**config.mk**
```make
export PLATFORM = sky130hd
export DESIGN_NAME = lgf_cell
export DESIGN_NICKNAME = d
export VERILOG_FILES = /design/src/lgf_pkg.sv /design/src/lgf_cell.sv
export SDC_FILE = /design/constraint.sdc
export NUM_CORES = 1
export LEC_CHECK = 0
export BUFFER_PORTS_ARGS = -buffer_cell sky130_fd_sc_hd__buf_4
export CORE_AREA = 2 2 234 236
export CTS_CLUSTER_DIAMETER = 60
export DETAILED_ROUTE_END_ITERATION = 10
export DIE_AREA = 0 0 236 238
export MAX_ROUTING_LAYER = met4
export PLACE_DENSITY_LB_ADDON = 0.12
export RECOVER_POWER = 50
export SLEW_MARGIN = 20
export SYNTH_ARGS = -nofsm -noshare
export SYNTH_HDL_FRONTEND = slang
export SYNTH_SLANG_ARGS = --single-unit
```
**constraint.sdc**
```tcl
create_clock -name i_clk -period 10.9 [get_ports i_clk]
set_input_delay 2.18 -clock i_clk [delete_from_list [all_inputs] [get_ports i_clk]]
set_output_delay 2.18 -clock i_clk [all_outputs]
set_load 0.03 [all_outputs]
```
**src/lgf_pkg.sv**
```systemverilog
// shared types and constants for the largest eta gap finder
`timescale 1ns / 1ps
package lgf_pkg;

    localparam int MAX_PARTICLES = 256;
    localparam int ETA_W = 18;
    localparam int MOM_W = 32;
    localparam int TOL_W = 8;
    localparam int GAP_W = ETA_W + 3;

    localparam logic [1:0] CFG_ETA_LOW  = 2'd0;
    localparam logic [1:0] CFG_ETA_HIGH = 2'd1;
    localparam logic [1:0] CFG_GAP_TOL  = 2'd2;

    localparam logic [ETA_W-1:0] ETA_LOW_RST  = ETA_W'(-40960);
    localparam logic [ETA_W-1:0] ETA_HIGH_RST = ETA_W'(40960);
    localparam logic [TOL_W-1:0] GAP_TOL_RST  = TOL_W'(1);

    localparam logic [7:0] STATUS_FINAL = 8'd1;

    typedef struct packed {
        logic                    valid;
        logic signed [ETA_W-1:0] eta;
        logic [MOM_W-1:0]        mom_x;
        logic [MOM_W-1:0]        mom_y;
        logic [MOM_W-1:0]        mom_z;
        logic [MOM_W-1:0]        energy;
    } t_entry;

    typedef struct packed {
        logic ins;
        logic scan;
    } t_cell_ctl;

endpackage

```
**src/lgf_cell.sv**
```systemverilog
// one cell of the sorted particle chain
`timescale 1ns / 1ps
module lgf_cell
    import lgf_pkg::*;
(
    input  logic      i_clk,
    input  logic      i_rst_n,
    input  t_cell_ctl i_ctl,
    input  t_entry    i_new,
    input  t_entry    i_prev,
    input  logic      i_prev_beyond,
    input  t_entry    i_next,
    output t_entry    o_entry,
    output logic      o_beyond
);

    t_entry r_entry;
    t_entry n_entry;

    // cell sits past the insertion point of the new particle
    assign o_beyond = !r_entry.valid || (r_entry.eta > i_new.eta);
    assign o_entry  = r_entry;

    always_comb begin
        n_entry = r_entry;
        if (i_ctl.scan) begin
            n_entry = i_next;
        end else if (i_ctl.ins) begin
            if (i_prev_beyond) begin
                n_entry = i_prev;
            end else if (o_beyond) begin
                n_entry = i_new;
            end
        end
    end

    always_ff @(posedge i_clk) begin
        if (!i_rst_n) begin
            r_entry.valid <= 1'b0;
        end else begin
            r_entry.valid <= n_entry.valid;
        end
    end

    always_ff @(posedge i_clk) begin
        r_entry.eta    <= n_entry.eta;
        r_entry.mom_x  <= n_entry.mom_x;
        r_entry.mom_y  <= n_entry.mom_y;
        r_entry.mom_z  <= n_entry.mom_z;
        r_entry.energy <= n_entry.energy;
    end

endmodule

```
==> impl_metrics.ini <==
[placed_design]
placedCellCount = 1962
gp_congestion = 0.794
dpl.hpwl_mm = 28.7
port_buffers = 593
pre_cts_slack_ps = 4870

[logic_synthesis]
yosys_most_used_dff = edfxtp_1
syn-num-nets = 1181
netlist_top_cells_count = 148 x o21ai_0, 147 x mux2i_1, 147 x nand2_1
synthArstFlopShare = 0
yosysSeqAreaShare = 0.552
yosysMostFrequentCell = o21ai_0
syn-instance-count = 717
synth_edf_count = 146
yosys.area.top_type_share = 0.550
synth_warnings = 0
yosysTopAreaCell = edfxtp_1
avgSynthCellArea_sq_um = 11.1
ys_ff_latch = 147
syn_area_sq_mm = 0.00798
synth.distinct_cells = 36
synthTopCellsByArea = edfxtp_1 55%, mux2i_1 18%, o21ai_0 9.3%

[timing]
worst_pin_slew_ps = 4470
period_minus_slack_ps = 7480
whs_ps = 853
finalWorstSetupSlack_ps = 3420
relSlewSlack = -1.98
fin_crit_sh = 0.686
hold_viol_final = 0
fmax_mhz = 134
skew_ps = 8.03
setup_viol = 0
rsz0062_at_grt = no
tns_ps = 0
maxSlewViolCount = 122

[clock_tree]
holdBufCountCts = 0
cts_tree = built
cts_setup_buffers = 0
numCtsBuffers = 17
htree_levels = 4
clkTransAtPathRegs_ps = 60
insertion_delay_ps = 470
cts-root-buf = clkbuf_16
cts.path.max_buffers = 2
cts_sinks = 147
cts_resized = 0

[floorplan]
die_h_um = 238
rows = 85
core-area_sq_mm = 0.0535
fp.dieW_um = 236
dieArea_sq_mm = 0.0562
start_util = 0.149
io_pins = 594

[pwr]
leakage_nw = 5.83
power.density_mw_per_mm2 = 131
design_power_total_mw = 1.71
irDropWorstVdd_mv = 0.0956

[setup_path]
worstPathBufferInverterCount = 3
critPathArrivalTime_ps = 7580
crit_family = buffers and inverters
cpPeakStageDelay_ps = 3070
cp_slowest_cell = clkbuf_1
cpMostUsedCell = buf_4
critPathKind = in2reg
crit_path_end_kind = register
cp_cell_sequence = clkbuf_1, buf_4, or2_2, o41ai_1, nor2_4, buf_4
cp.required_ps = 11000
start_kind = primary input
crit_fanout = 121

[status]
violations = capacitance limit, slew limit
status = finished, violations left

[global_routing]
grt_max_degree = 122
track_usage = 0.128
antenna_found_initial = 0
grt_remaining_overflow = 0
grt_pass1_wl_mm = 50.6
grt_pass1_vias = 8079

[route]
wl_mm = 35.7
detail_route.first_pass.iterations = 4
via_per_inst = 3.76
drc = 0
wl_per_cell_um = 17.9
first_iter_violations = 226
drtAntennaViolNets = 0
num_vias = 7496

[final_layout]
nets = 1749
area_growth_syn_to_layout_pct = 64.0
largest_reg_flops = 147
final_cells = 1992
drive_above_1_share = 0.371

[job]
maxCapViolations = 1

[hold_path]
hp-class = reg2reg
report_power, final:
group / internal (mW) / switching [mW] / leakage [nW]
Sequential: 0.701 / 0.0197 / 1.52
Combinational: 0.182 / 0.291 / 4.08
Clock: 0.280 / 0.241 / 0.229
Total: 1.16 / 0.551 / 5.83
cells by family after synthesis:
logic type	after synthesis	synth area share
AOI/OAI and AO/OA	169	0.116
adders and majority gates	18	0.0282
buffers and inverters	71	0.0359
DFF	147	0.552
muxes	147	0.184
and+or+nand+nor	165	0.0832
metrics by stage:
step                instance area, sq um   util
floorplan                           7980      -
global placement                   13200  0.246
detailed placement                 13200  0.246
CTS                                13600  0.255
global route                       13100  0.244
finish                             13100  0.245
worst register-to-register path: stages (launching register included):
cell	delay, ps
edfxtp_1	440
ha_1	360
nand4_1	200
nor3_1	210
and4bb_1	280
o41ai_1	140
nor2_4	190
buf_4	680
worst paths after layout:
kind,start,endpoint,slack [ps],cells past startpoint
min reg2reg,o_entry[146],o_entry[146],850,5
max,i_ctl[0],o_entry[82],3420,6
min,o_entry[146],o_entry[146],850,5
max reg2reg,o_entry[144],o_entry[82],7910,7
cell usage in the layout, fill, tap and decap left out, types with 4 or more instances in the layout:
master	instances
clkbuf_16	17
clkbuf_1	151
ha_1	18
nand2_1	147
edfxtp_1	146
mux2i_1	147
buf_4	449
nand4_1	4
o21ai_0	148
clkinv_1	5
a21oi_1	5
inv_1	20
area by class of cell:
cell class	instances	area, sq um
Timing Repair Buffer	599	3950
Fill cell	5893	40400
Clock buffer	20	437
Tap cell	696	871
Inverter	21	78.8
Multi-Input combinational cell	499	3290
Sequential cell	147	4400
Clock inverter	9	43.8
Antenna cell	1	2.50
layer usage:
layer | share of wire | global-route usage | vias to the layer above
li1 | - | - | 3766
met1 | 0.36 | 0.122 | 3395
met2 | 0.53 | 0.229 | 313
met3 | 0.097 | 0.0583 | 22
met4 | 0.014 | 0.0436 | 0
met5 | 0 | - | -
No activity file was read; power rests on OpenSTA's default activity.
